File: config.mk
export PLATFORM = sky130hd
export DESIGN_NAME = contiguous_segment_allocator_core_flat
export DESIGN_NICKNAME = d
export VERILOG_FILES = /design/src/rtl/csa_pkg.sv /design/src/rtl/csa_if.sv /design/src/rtl/csa_datapath.sv /design/src/rtl/csa_ctrl.sv /design/src/rtl/contiguous_segment_allocator_core.sv /design/src/flat_wrapper.sv
export SDC_FILE = /design/constraint.sdc
export NUM_CORES = 2
export LEC_CHECK = 0
export BUFFER_PORTS_ARGS = -buffer_cell sky130_fd_sc_hd__buf_2
export CELL_PAD_IN_SITES_DETAIL_PLACEMENT = 1
export CELL_PAD_IN_SITES_GLOBAL_PLACEMENT = 1
export CORE_UTILIZATION = 47
export DETAILED_ROUTE_END_ITERATION = 10
export PLACE_DENSITY = 0.88
export SLEW_MARGIN = 15
export SYNTH_ARGS = -nofsm -noshare
export SYNTH_HDL_FRONTEND = slang
export SYNTH_HIERARCHICAL = 1
export SYNTH_SLANG_ARGS = --single-unit
File: constraint.sdc
create_clock -name clk -period 9.3 [get_ports clk]
set_clock_uncertainty 0.05 [all_clocks]
set_input_delay 0.93 -clock clk [delete_from_list [all_inputs] [get_ports clk]]
set_output_delay 0.93 -clock clk [all_outputs]
set_load 0.02 [all_outputs]
File: src/rtl/csa_pkg.sv
// shared types and constants for the contiguous segment allocator
// no dependencies
package csa_pkg;
	localparam int MAX_PROCESSES_DEF = 10;
	localparam int ADDR_BITS_DEF = 16;
	localparam int MEM_WIDTH = 16;
	localparam logic [15:0] MEM_RESET = 16'd8000;
	localparam logic [15:0] MIN_SEGMENT = 16'd2;

	typedef enum logic [1:0] {
		ACT_START = 2'd0,
		ACT_STOP = 2'd1,
		ACT_LOCATE = 2'd2,
		ACT_NONE = 2'd3
	} action_t;

	typedef enum logic [2:0] {
		ST_OK = 3'd0,
		ST_ACTIVE = 3'd1,
		ST_NOSPACE = 3'd2,
		ST_SMALL = 3'd3,
		ST_INACTIVE = 3'd4,
		ST_OFFSET = 3'd5
	} status_t;

	// datapath commands
	typedef enum logic [3:0] {
		CMD_IDLE,
		CMD_LOAD,
		CMD_SUM,
		CMD_TAIL,
		CMD_GAP,
		CMD_PACK,
		CMD_COMMIT,
		CMD_STOP,
		CMD_LOCATE,
		CMD_RESULT
	} cmd_t;

	typedef struct packed {
		cmd_t cmd;
		logic clr_idx;
		logic set_idx_top;
	} dp_ctrl_t;

	typedef struct packed {
		logic id_ok;
		logic id_valid;
		logic idx_last;
		logic idx_done;
		logic gap_hit;
		logic tail_fit;
		logic no_space;
		logic too_small;
		logic off_bad;
		logic has_live;
	} dp_stat_t;
endpackage

File: src/rtl/csa_if.sv
// valid/ready channel interfaces for the allocator
// depends on csa_pkg
interface csa_req_if import csa_pkg::*; ();
	logic valid;
	logic ready;
	logic [1:0] action;
	logic [3:0] process_id;
	logic [15:0] amount;
	modport source(output valid, action, process_id, amount, input ready);
	modport sink(input valid, action, process_id, amount, output ready);
endinterface

interface csa_rsp_if #(parameter int ADDR_BITS = 16) ();
	logic valid;
	logic ready;
	logic [ADDR_BITS-1:0] address;
	logic [2:0] status;
	logic compacted;
	modport source(output valid, address, status, compacted, input ready);
	modport sink(input valid, address, status, compacted, output ready);
endinterface

File: src/rtl/csa_datapath.sv
// segment tables, age list and the adders and compares of the allocator
// depends on csa_pkg
module csa_datapath import csa_pkg::*; #(
	parameter int MAX_PROCESSES = MAX_PROCESSES_DEF,
	parameter int ADDR_BITS = ADDR_BITS_DEF
) (
	input logic clk,
	input logic arst_n,
	input dp_ctrl_t ctrl,
	output dp_stat_t stat,
	input logic [3:0] process_id,
	input logic [15:0] amount,
	input logic [15:0] memory_words,
	output logic [ADDR_BITS-1:0] res_address,
	output logic [2:0] res_status,
	output logic res_compacted
);
	localparam int IW = $clog2(MAX_PROCESSES);
	localparam int CW = $clog2(MAX_PROCESSES + 1);
	localparam int SW = ADDR_BITS + CW + 1;

	logic [MAX_PROCESSES-1:0] valid_q;
	logic [ADDR_BITS-1:0] base_q [MAX_PROCESSES];
	logic [15:0] len_q [MAX_PROCESSES];
	logic [IW-1:0] age_q [MAX_PROCESSES];
	logic [CW-1:0] live_q;
	logic [CW-1:0] idx_q;
	logic [CW-1:0] wr_q;
	logic [IW-1:0] id_q;
	logic [3:0] pid_q;
	logic [15:0] amt_q;
	logic [SW-1:0] sum_q;
	logic [SW-1:0] run_q;
	logic [ADDR_BITS-1:0] place_q;
	logic placed_q;
	logic packed_q;
	logic [2:0] st_q;

	logic [IW-1:0] a_cur, a_prev, a_new;
	logic [SW-1:0] cur_end, prev_end, free_w;
	logic id_ok;

	assign id_ok = {1'b0, pid_q} < 5'(MAX_PROCESSES);
	assign a_cur = age_q[idx_q[IW-1:0]];
	assign a_prev = age_q[idx_q[IW-1:0] - 1'b1];
	assign a_new = age_q[live_q[IW-1:0] - 1'b1];
	assign cur_end = SW'(base_q[a_new]) + SW'(len_q[a_new]);
	assign prev_end = SW'(base_q[a_prev]) + SW'(len_q[a_prev]);
	assign free_w = (sum_q >= SW'(memory_words)) ? '0 : SW'(memory_words) - sum_q;

	always_comb begin
		stat.id_ok = id_ok;
		stat.id_valid = id_ok && valid_q[pid_q[IW-1:0]];
		stat.idx_last = (idx_q == live_q);
		stat.idx_done = (idx_q == '0);
		stat.gap_hit = (prev_end < SW'(base_q[a_cur]))
			&& (SW'(base_q[a_cur]) - prev_end >= SW'(amt_q));
		stat.tail_fit = (cur_end + SW'(amt_q) <= SW'(memory_words));
		stat.no_space = (free_w < SW'(amt_q));
		stat.too_small = (amt_q < MIN_SEGMENT) || (live_q >= CW'(MAX_PROCESSES));
		stat.off_bad = amt_q >= len_q[id_q];
		stat.has_live = live_q != '0;
	end

	always_ff @(posedge clk or negedge arst_n) begin
		if (!arst_n) begin
			valid_q <= '0;
			live_q <= '0;
			idx_q <= '0;
			wr_q <= '0;
			placed_q <= 1'b0;
			packed_q <= 1'b0;
			st_q <= ST_OK;
		end else begin
			if (ctrl.clr_idx) idx_q <= '0;
			if (ctrl.set_idx_top) idx_q <= live_q - 1'b1;
			case (ctrl.cmd)
				CMD_LOAD: begin
					id_q <= process_id[IW-1:0];
					pid_q <= process_id;
					amt_q <= amount;
					sum_q <= '0;
					run_q <= '0;
					wr_q <= '0;
					placed_q <= 1'b0;
					packed_q <= 1'b0;
					place_q <= '0;
					st_q <= ST_OK;
				end
				CMD_SUM: begin
					if (!stat.idx_last) begin
						sum_q <= sum_q + SW'(len_q[a_cur]);
						idx_q <= idx_q + 1'b1;
					end
				end
				CMD_TAIL: begin
					if (stat.tail_fit) begin
						place_q <= cur_end[ADDR_BITS-1:0];
						placed_q <= 1'b1;
					end
				end
				CMD_GAP: begin
					if (!placed_q && !stat.idx_done) begin
						if (stat.gap_hit) begin
							place_q <= prev_end[ADDR_BITS-1:0];
							placed_q <= 1'b1;
						end
						idx_q <= idx_q - 1'b1;
					end
				end
				CMD_PACK: begin
					if (!stat.idx_last) begin
						base_q[a_cur] <= run_q[ADDR_BITS-1:0];
						run_q <= run_q + SW'(len_q[a_cur]);
						idx_q <= idx_q + 1'b1;
					end else begin
						place_q <= run_q[ADDR_BITS-1:0];
						packed_q <= 1'b1;
					end
				end
				CMD_COMMIT: begin
					valid_q[id_q] <= 1'b1;
					base_q[id_q] <= place_q;
					len_q[id_q] <= amt_q;
					age_q[live_q[IW-1:0]] <= id_q;
					live_q <= live_q + 1'b1;
				end
				CMD_STOP: begin
					// compact the age list one entry a cycle
					if (!stat.idx_last) begin
						if (a_cur != id_q) begin
							age_q[wr_q[IW-1:0]] <= a_cur;
							wr_q <= wr_q + 1'b1;
						end
						idx_q <= idx_q + 1'b1;
					end else begin
						valid_q[id_q] <= 1'b0;
						live_q <= wr_q;
					end
				end
				CMD_LOCATE: begin
					place_q <= base_q[id_q] + ADDR_BITS'(amt_q);
				end
				CMD_RESULT: begin
					st_q <= st_q;
				end
				default: begin
				end
			endcase
		end
	end

	// this status only holds ST_OK from the load; the top takes status from the controller
	logic [2:0] st_w;
	assign st_w = st_q;
	assign res_address = place_q;
	assign res_status = st_w;
	assign res_compacted = packed_q;
endmodule

File: src/rtl/csa_ctrl.sv
// sequencer for start, stop and locate of the allocator
// depends on csa_pkg
module csa_ctrl import csa_pkg::*; (
	input logic clk,
	input logic arst_n,
	input logic in_valid,
	output logic in_ready,
	input logic [1:0] action,
	input dp_stat_t stat,
	output dp_ctrl_t ctrl,
	input logic out_ready,
	output logic out_valid,
	output logic [2:0] out_status,
	output logic out_zero
);
	typedef enum logic [3:0] {
		S_IDLE, S_DISPATCH, S_SUM, S_CHECK, S_TAIL, S_GAP, S_PACK,
		S_COMMIT, S_STOP, S_LOCATE, S_DONE
	} state_t;

	state_t state_q;
	action_t act_q;
	logic [2:0] st_q;
	logic zero_q;

	assign in_ready = (state_q == S_IDLE) && !out_valid;

	always_comb begin
		ctrl = '{cmd: CMD_IDLE, clr_idx: 1'b0, set_idx_top: 1'b0};
		case (state_q)
			S_IDLE: if (in_valid && in_ready) ctrl = '{CMD_LOAD, 1'b1, 1'b0};
			S_SUM: ctrl.cmd = CMD_SUM;
			S_CHECK: ctrl.set_idx_top = 1'b1;
			S_TAIL: ctrl.cmd = CMD_TAIL;
			S_GAP: begin
				ctrl.cmd = CMD_GAP;
				if (stat.idx_done) ctrl.clr_idx = 1'b1;
			end
			S_PACK: ctrl.cmd = CMD_PACK;
			S_COMMIT: ctrl.cmd = CMD_COMMIT;
			S_STOP: ctrl.cmd = CMD_STOP;
			S_LOCATE: ctrl.cmd = CMD_LOCATE;
			default: ctrl.cmd = CMD_IDLE;
		endcase
	end

	always_ff @(posedge clk or negedge arst_n) begin
		if (!arst_n) begin
			state_q <= S_IDLE;
			act_q <= ACT_NONE;
			st_q <= ST_OK;
			zero_q <= 1'b1;
			out_valid <= 1'b0;
		end else begin
			if (out_valid && out_ready) out_valid <= 1'b0;
			case (state_q)
				S_IDLE: if (in_valid && in_ready) begin
					act_q <= action_t'(action);
					state_q <= S_DISPATCH;
				end
				S_DISPATCH: begin
					// stat here reflects latched id/amount
					case (act_q)
						ACT_START: begin
							if (stat.id_valid) begin
								st_q <= ST_ACTIVE;
								state_q <= S_DONE;
							end else begin
								state_q <= S_SUM;
							end
						end
						ACT_STOP: begin
							if (!stat.id_valid) begin
								st_q <= ST_INACTIVE;
								state_q <= S_DONE;
							end else begin
								st_q <= ST_OK;
								state_q <= S_STOP;
							end
						end
						ACT_LOCATE: begin
							if (!stat.id_valid) begin
								st_q <= ST_INACTIVE;
								state_q <= S_DONE;
							end else if (stat.off_bad) begin
								st_q <= ST_OFFSET;
								state_q <= S_DONE;
							end else begin
								st_q <= ST_OK;
								state_q <= S_LOCATE;
							end
						end
						default: begin
							st_q <= ST_OK;
							state_q <= S_DONE;
						end
					endcase
				end
				S_SUM: if (stat.idx_last) state_q <= S_CHECK;
				S_CHECK: begin
					if (stat.no_space) begin
						st_q <= ST_NOSPACE;
						state_q <= S_DONE;
					end else if (stat.too_small || !stat.id_ok) begin
						st_q <= ST_SMALL;
						state_q <= S_DONE;
					end else begin
						st_q <= ST_OK;
						state_q <= stat.has_live ? S_TAIL : S_COMMIT;
					end
				end
				S_TAIL: state_q <= stat.tail_fit ? S_COMMIT : S_GAP;
				S_GAP: begin
					if (stat.gap_hit && !stat.idx_done) state_q <= S_COMMIT;
					else if (stat.idx_done) state_q <= S_PACK;
				end
				S_PACK: if (stat.idx_last) state_q <= S_COMMIT;
				S_COMMIT: begin
					zero_q <= 1'b0;
					state_q <= S_DONE;
				end
				S_STOP: if (stat.idx_last) begin
					zero_q <= 1'b1;
					state_q <= S_DONE;
				end
				S_LOCATE: begin
					zero_q <= 1'b0;
					state_q <= S_DONE;
				end
				S_DONE: begin
					out_valid <= 1'b1;
					state_q <= S_IDLE;
				end
				default: state_q <= S_IDLE;
			endcase
			if (state_q == S_DISPATCH) zero_q <= 1'b1;
		end
	end

	assign out_status = st_q;
	assign out_zero = zero_q;
endmodule

File: src/rtl/contiguous_segment_allocator_core.sv
// top level of the contiguous segment allocator
// depends on csa_pkg, csa_if, csa_ctrl, csa_datapath
//
// channel | dir | fields
// req     | in  | action, process_id, amount
// rsp     | out | address, status, compacted
// cfg     | in  | cfg_we, cfg_data (memory_words)
//
// one word at a time. a start sums the live segment lengths, then tries the end of the
// newest segment, then the gaps between segments from newest to oldest, and else
// repacks all segments from address 0 and places the new one after them; a stop
// closes up the age list and a locate adds the offset to the segment base.
// the result sits in an output register and the next word is taken from the
// edge after it is gone. arst_n clears all segments.
module contiguous_segment_allocator_core import csa_pkg::*; #(
	parameter int MAX_PROCESSES = MAX_PROCESSES_DEF,
	parameter int ADDR_BITS = ADDR_BITS_DEF
) (
	input logic clk,
	input logic arst_n,
	input logic cfg_we,
	input logic [15:0] cfg_data,
	csa_req_if.sink req,
	csa_rsp_if.source rsp
);
	logic [15:0] mem_words_q;
	dp_ctrl_t ctrl;
	dp_stat_t stat;
	logic [ADDR_BITS-1:0] dp_addr;
	logic [2:0] dp_st, c_st;
	logic dp_pk, zero;

	always_ff @(posedge clk or negedge arst_n) begin
		if (!arst_n) mem_words_q <= MEM_RESET;
		else if (cfg_we) mem_words_q <= cfg_data;
	end

	csa_ctrl u_ctrl (
		.clk, .arst_n,
		.in_valid(req.valid), .in_ready(req.ready), .action(req.action),
		.stat, .ctrl,
		.out_ready(rsp.ready), .out_valid(rsp.valid),
		.out_status(c_st), .out_zero(zero)
	);

	csa_datapath #(.MAX_PROCESSES(MAX_PROCESSES), .ADDR_BITS(ADDR_BITS)) u_dp (
		.clk, .arst_n, .ctrl, .stat,
		.process_id(req.process_id), .amount(req.amount),
		.memory_words(mem_words_q),
		.res_address(dp_addr), .res_status(dp_st), .res_compacted(dp_pk)
	);

	assign rsp.status = c_st | (dp_st & 3'b000);
	assign rsp.address = (zero || c_st != ST_OK) ? '0 : dp_addr;
	assign rsp.compacted = (zero || c_st != ST_OK) ? 1'b0 : dp_pk;
endmodule

File: src/flat_wrapper.sv
// flat-port wrapper written by rule: the top's interface ports become plain ports
module contiguous_segment_allocator_core_flat import csa_pkg::*;
#(
	parameter int MAX_PROCESSES = MAX_PROCESSES_DEF,
	parameter int ADDR_BITS = ADDR_BITS_DEF
)
  (clk, arst_n, cfg_we, cfg_data, req_valid, req_action, req_process_id, req_amount, req_ready, rsp_valid, rsp_address, rsp_status, rsp_compacted, rsp_ready);
  csa_req_if req_i ();
  csa_rsp_if #(.ADDR_BITS(ADDR_BITS)) rsp_i ();
  input logic clk;
  input logic arst_n;
  input logic cfg_we;
  input logic [15:0] cfg_data;
  input wire logic [$bits(req_i.valid)-1:0] req_valid;
  input wire logic [$bits(req_i.action)-1:0] req_action;
  input wire logic [$bits(req_i.process_id)-1:0] req_process_id;
  input wire logic [$bits(req_i.amount)-1:0] req_amount;
  output wire logic [$bits(req_i.ready)-1:0] req_ready;
  output wire logic [$bits(rsp_i.valid)-1:0] rsp_valid;
  output wire logic [$bits(rsp_i.address)-1:0] rsp_address;
  output wire logic [$bits(rsp_i.status)-1:0] rsp_status;
  output wire logic [$bits(rsp_i.compacted)-1:0] rsp_compacted;
  input wire logic [$bits(rsp_i.ready)-1:0] rsp_ready;
  assign req_i.valid = req_valid;
  assign req_i.action = req_action;
  assign req_i.process_id = req_process_id;
  assign req_i.amount = req_amount;
  assign req_ready = req_i.ready;
  assign rsp_valid = rsp_i.valid;
  assign rsp_address = rsp_i.address;
  assign rsp_status = rsp_i.status;
  assign rsp_compacted = rsp_i.compacted;
  assign rsp_i.ready = rsp_ready;
  contiguous_segment_allocator_core #(.MAX_PROCESSES(MAX_PROCESSES), .ADDR_BITS(ADDR_BITS)) u_core (.clk(clk), .arst_n(arst_n), .cfg_we(cfg_we), .cfg_data(cfg_data), .req(req_i), .rsp(rsp_i));
endmodule
### After elaboration in Yosys (flattened, before gate mapping)

Memories as Yosys holds them, arrays and structs flattened. A register that Yosys moved wholly into a read port is not among the register bits.
Index checks and enable logic that the tools add are counted.

* memories kept: 3
* RAM bits: 360
* output and inout bits: 22
* register bits: 129
* bits of input ports: 43

* muxes and demuxes: 84
* equal/unequal tests: 38
* magnitude comparators: 11
* add/subtract/negate cells: 13
* reductions and logical operators: 48
* bitwise operators: 3

Memories
* u_core.u_dp.base_q: words 10, width 16, rd ports 4, clocked after memory_dff 1, write ports 1, line csa_datapath.sv:23 `logic [ADDR_BITS-1:0] base_q [MAX_PROCESSES];`
* u_core.u_dp.len_q: words 10, width 16, rd ports 4, clocked after memory_dff 1, write ports 1, line csa_datapath.sv:24 `logic [15:0] len_q [MAX_PROCESSES];`
* u_core.u_dp.age_q: words 10, width 4, rd ports 3, clocked after memory_dff 0, write ports 1, line csa_datapath.sv:25 `logic [IW-1:0] age_q [MAX_PROCESSES];`

Operators by type and width (number)
* 16-bit two-way mux: 6
* 4-bit two-way mux: 21
* 21-bit one-hot mux with 2 select lines: 2
* 16-bit one-hot mux with 5 select lines: 1
* 21-bit two-way mux: 3
* 21-bit by 16-bit adder with 21-bit output: 2
* 21-bit by 16-bit greater-or-equal comparator with 1-bit output: 2
* 4-bit one-hot mux with 9 select lines: 1
* 16-bit by 16-bit adder with 17-bit output: 2
* 4-bit by 3-bit == test with 1-bit output, second input constant: 8
* 4-bit one-hot mux with 8 select lines: 1
* 4-bit one-hot mux with 2 select lines: 3
* 1-bit two-way mux: 22
* 21-bit by 16-bit less-than comparator with 1-bit output: 1
* 16-bit by 21-bit subtractor with 21-bit output: 1
* 10-bit one-hot mux with 2 select lines: 1
* 17-bit by 16-bit adder with 18-bit output: 1
* 18-bit by 16-bit <= comparator with 1-bit output: 1
* 16-bit by 17-bit subtractor with 18-bit output: 1
* 17-bit by 16-bit less-than comparator with 1-bit output: 1
* 16-bit adder: 1
* 4-bit by 2-bit == test with 1-bit output, second input constant: 4
* 4-bit == test, second input constant: 4
* 16-bit greater-or-equal comparator: 1
* other kinds (47): 106

### Longest topological paths before layout

* word-level depth: 11
* mapped depth: 47
* depth with buffers taken out: 41

### By module

The synthesis kept the hierarchy.

By module, submodules not included
* csa_datapath: seq. area each 13683.1 um2, area an instance 34398.0 um2, instances 1, cells an instance 3152
* csa_ctrl: seq. area each 279.0 um2, area an instance 873.3 um2, instances 1, cells an instance 106
* contiguous_segment_allocator_core: seq. area each 407.9 um2, area an instance 755.7 um2, instances 1, cells an instance 53

### Least setup slack after synthesis

Ideal clock, no wire load.

* kind: register to register
* start: register u_core.u_dp.live_q[0]
* end: register u_core.u_dp.place_q[0], in the netlist u_core/u_dp/res_address[0] (enable)
* period minus slack after synthesis: 10.028 ns
* slack: -0.728 ns
* data arrival time: 9.569 ns
* cell stages (with the launch flop): 43
* required time: 8.841 ns
* path through: dfrtp_1 > buf_1 > clkbuf_1 > inv_1 > ha_1 > clkbuf_1 > mux4_2 > mux2i_1 > a21oi_1 > clkbuf_1 > mux4_2 > nor2b_1 > a211oi_1 > a21oi_1 > ha_1 > inv_1 > fa_1 > nor2b_1 > [... 7 more ...] > and3_1 > o311a_1 > o31a_1 > o21a_1 > nor2_1 > o21ai_0 > or2_2 > a21oi_1 > xnor2_1 > ha_1 > nand2_1 > nor2_1 > a21oi_1 > nand2_1 > a21oi_1 > o31a_1 > nor2_1 > nor3_1

RTL lines
* start, declared: line csa_datapath.sv:26 `logic [CW-1:0] live_q;`
* start signal, assigned: line csa_datapath.sv:126 `live_q <= live_q + 1'b1;`
* start signal, assigned: line csa_datapath.sv:138 `live_q <= wr_q;`
* end signal, assigned: line csa_datapath.sv:98 `place_q <= cur_end[ADDR_BITS-1:0];`
* end signal, assigned: line csa_datapath.sv:105 `place_q <= prev_end[ADDR_BITS-1:0];`
* end signal, assigned: line csa_datapath.sv:117 `place_q <= run_q[ADDR_BITS-1:0];`
* end, declared: line csa_datapath.sv:34 `logic [ADDR_BITS-1:0] place_q;`

==> results_dict.tcl <==
set metrics [dict create \
    status "completed" \
    final_cell_mix "edfxtp_1, nand2_1, mux4_2" \
    worst_pin_slew_ns 1.33 \
    holdBufCountCts 0 \
    tritoncts "built" \
    drtPass1Iterations 6 \
    h-tree-depth 2 \
    cts_max_path_buffers 3 \
    grt_pass1_wl_um 211000 \
    place.gp.congestion 0.975 \
    start_util 0.475 \
    rr_startpoint "u_core/u_dp/live_q[1]" \
    overflow 0 \
    reg2reg_depth 38 \
    reg2reg_slack_ns 0.16 \
    crit_slowest_cell "mux4_2" \
    post-route-min-period_ns 9.14 \
    critical_path.top_delay_family "compound AO/OA/AOI/OAI gates" \
    clk_pin_slew_worst_paths_ns 0.06 \
    worst-path-buf-inv 5 \
    fin_crit_sh 0.983 \
    clock_latency_ns 0.65 \
    cpMostUsedCell "a21oi_1" \
    yosys_warnings 6 \
    die-area_um2 77700 \
    stdcell_count 4381 \
    rr_endpoint "u_core/u_dp/res_address[14]" \
    setup_slack_ns 0.160 \
    worstPathRequired_ns 9.56 \
    dp_cells 4260 \
    synth_area_um2 36000 \
    crit_arrival_ns 9.40 \
    finalNetCount 3624 \
    num_vias 31600 \
    cp-end-kind "flip-flop" \
    worst-setup-path-type "flip-flop to flip-flop" \
    slowest_delay_ns 0.54 \
    ios 65 \
    port_buffers 64 \
    wl_um 144000 \
    max_freq_ghz 0.109 \
    hold_violations 0 \
    numCtsBuffers 54 \
    rows 101 \
    area_delta_synth_final_pct 11.0 \
    critPathMaxFanout 16 \
    holdCritPathClass "input pin to async pin" \
    synth.net_count 3573 \
    fin_util 0.527 \
    netlist_instances 3307 \
    clockRootBuffer "clkbuf_16" \
    die-height_um 279 \
    slew_headroom 0.105 \
    dp_slack_ns 0.0212 \
    core_um2 75800 \
    drive_gt1_frac 0.186 \
    avgSynthCellArea_um2 10.9 \
    crit_path_start_kind "flip-flop" \
    wl_per_cell_um 32.8 \
    antenna_found_initial 3 \
    grt_pass1_vias 32900 \
    setup_violations 0 \
    viasPerCell 7.21 \
    drv_slew 0 \
    cts_sinks 488 \
    grt_max_degree 52 \
    post-route-drc-count 0 \
    fin_tns_setup_ns 0 \
    die_w_um 279 \
    final_common_cell "edfxtp_1" \
    cap_violations 0 \
    ant_nets 0 \
    hpwl_um 96400 \
    drt_iter0_markers 4401 \
    track_usage 0.362 \
]
layout make-up:
type,count,area [µm²]
fillers,8050,35900
multi-input cells,2470,20600
flip-flops and latches,488,14400
repair buffers,194,1490
clock buffers,65,1410
well taps,978,1220
inverters,150,563
clock inverters,35,254
diodes,1,2.50
state kept, by name (all words and copies together), names as in the netlist, named ones only:
register                   count
u_core/mem_words_q            16
u_core/u_ctrl/act_q            2
u_core/u_ctrl/out_status       3
u_core/u_ctrl/out_valid        1
u_core/u_ctrl/out_zero         1
u_core/u_ctrl/state_q          4
u_core/u_dp/age_q             40
u_core/u_dp/amt_q             16
u_core/u_dp/base_q           160
u_core/u_dp/idx_q              4
u_core/u_dp/len_q            160
u_core/u_dp/live_q             4
u_core/u_dp/pid_q              4
u_core/u_dp/placed_q           1
u_core/u_dp/res_address       16
u_core/u_dp/res_compacted      1
u_core/u_dp/run_q             16
u_core/u_dp/sum_q             21
u_core/u_dp/wr_q               4
repair_timing:
item / in CTS / in global routing
cloned: 0 / 1
endpoints found under the setup margin: 16 / 19
pin swaps: 1 / 3
gates resized for setup: 4 / 24
setup buffers: 2 / 17
stage by stage:
step / hold slack [ns] / area (µm²)
2_1_floorplan: 0.413 / 36000
3_3_place_gp: 0.438 / 37900
3_5_place_dp: 0.444 / 37900
4_1_cts: 0.291 / 39600
5_1_grt: 0.349 / 39900
6_report: 0.308 / 39900
worst max path at each step:
stage	depth (start not counted)	to	from	slack, ns
6_report	38	u_core/u_dp/res_address[14]	u_core/u_dp/live_q[1]	0.16
3_5_place_dp	37	u_core/u_dp/res_address[1]	u_core/u_dp/live_q[1]	0.02
5_1_grt	41	u_core/u_ctrl/state_q[0]	u_core/u_dp/idx_q[0]	-0.10
4_1_cts	41	u_core/u_dp/res_address[14]	u_core/u_dp/live_q[0]	0.01
3_3_place_gp	38	u_core/u_dp/res_address[1]	u_core/u_dp/live_q[1]	0.43
2_1_floorplan	42	u_core/u_ctrl/state_q[0]	u_core/u_dp/idx_q[0]	0.03
per-layer routing:
layer,wire [µm],up-vias,share of wire,global-route usage
li1,-,12700,-,-
met1,49400,15600,0.34,0.439
met2,65300,2549,0.45,0.570
met3,18000,771,0.13,0.0895
met4,11200,6,0.078,0.247
met5,41,-,0.00029,0
Power is left out: the tool's default activity adds up to more than one toggle a clock period on the data nets, which glitch-free logic cannot reach.
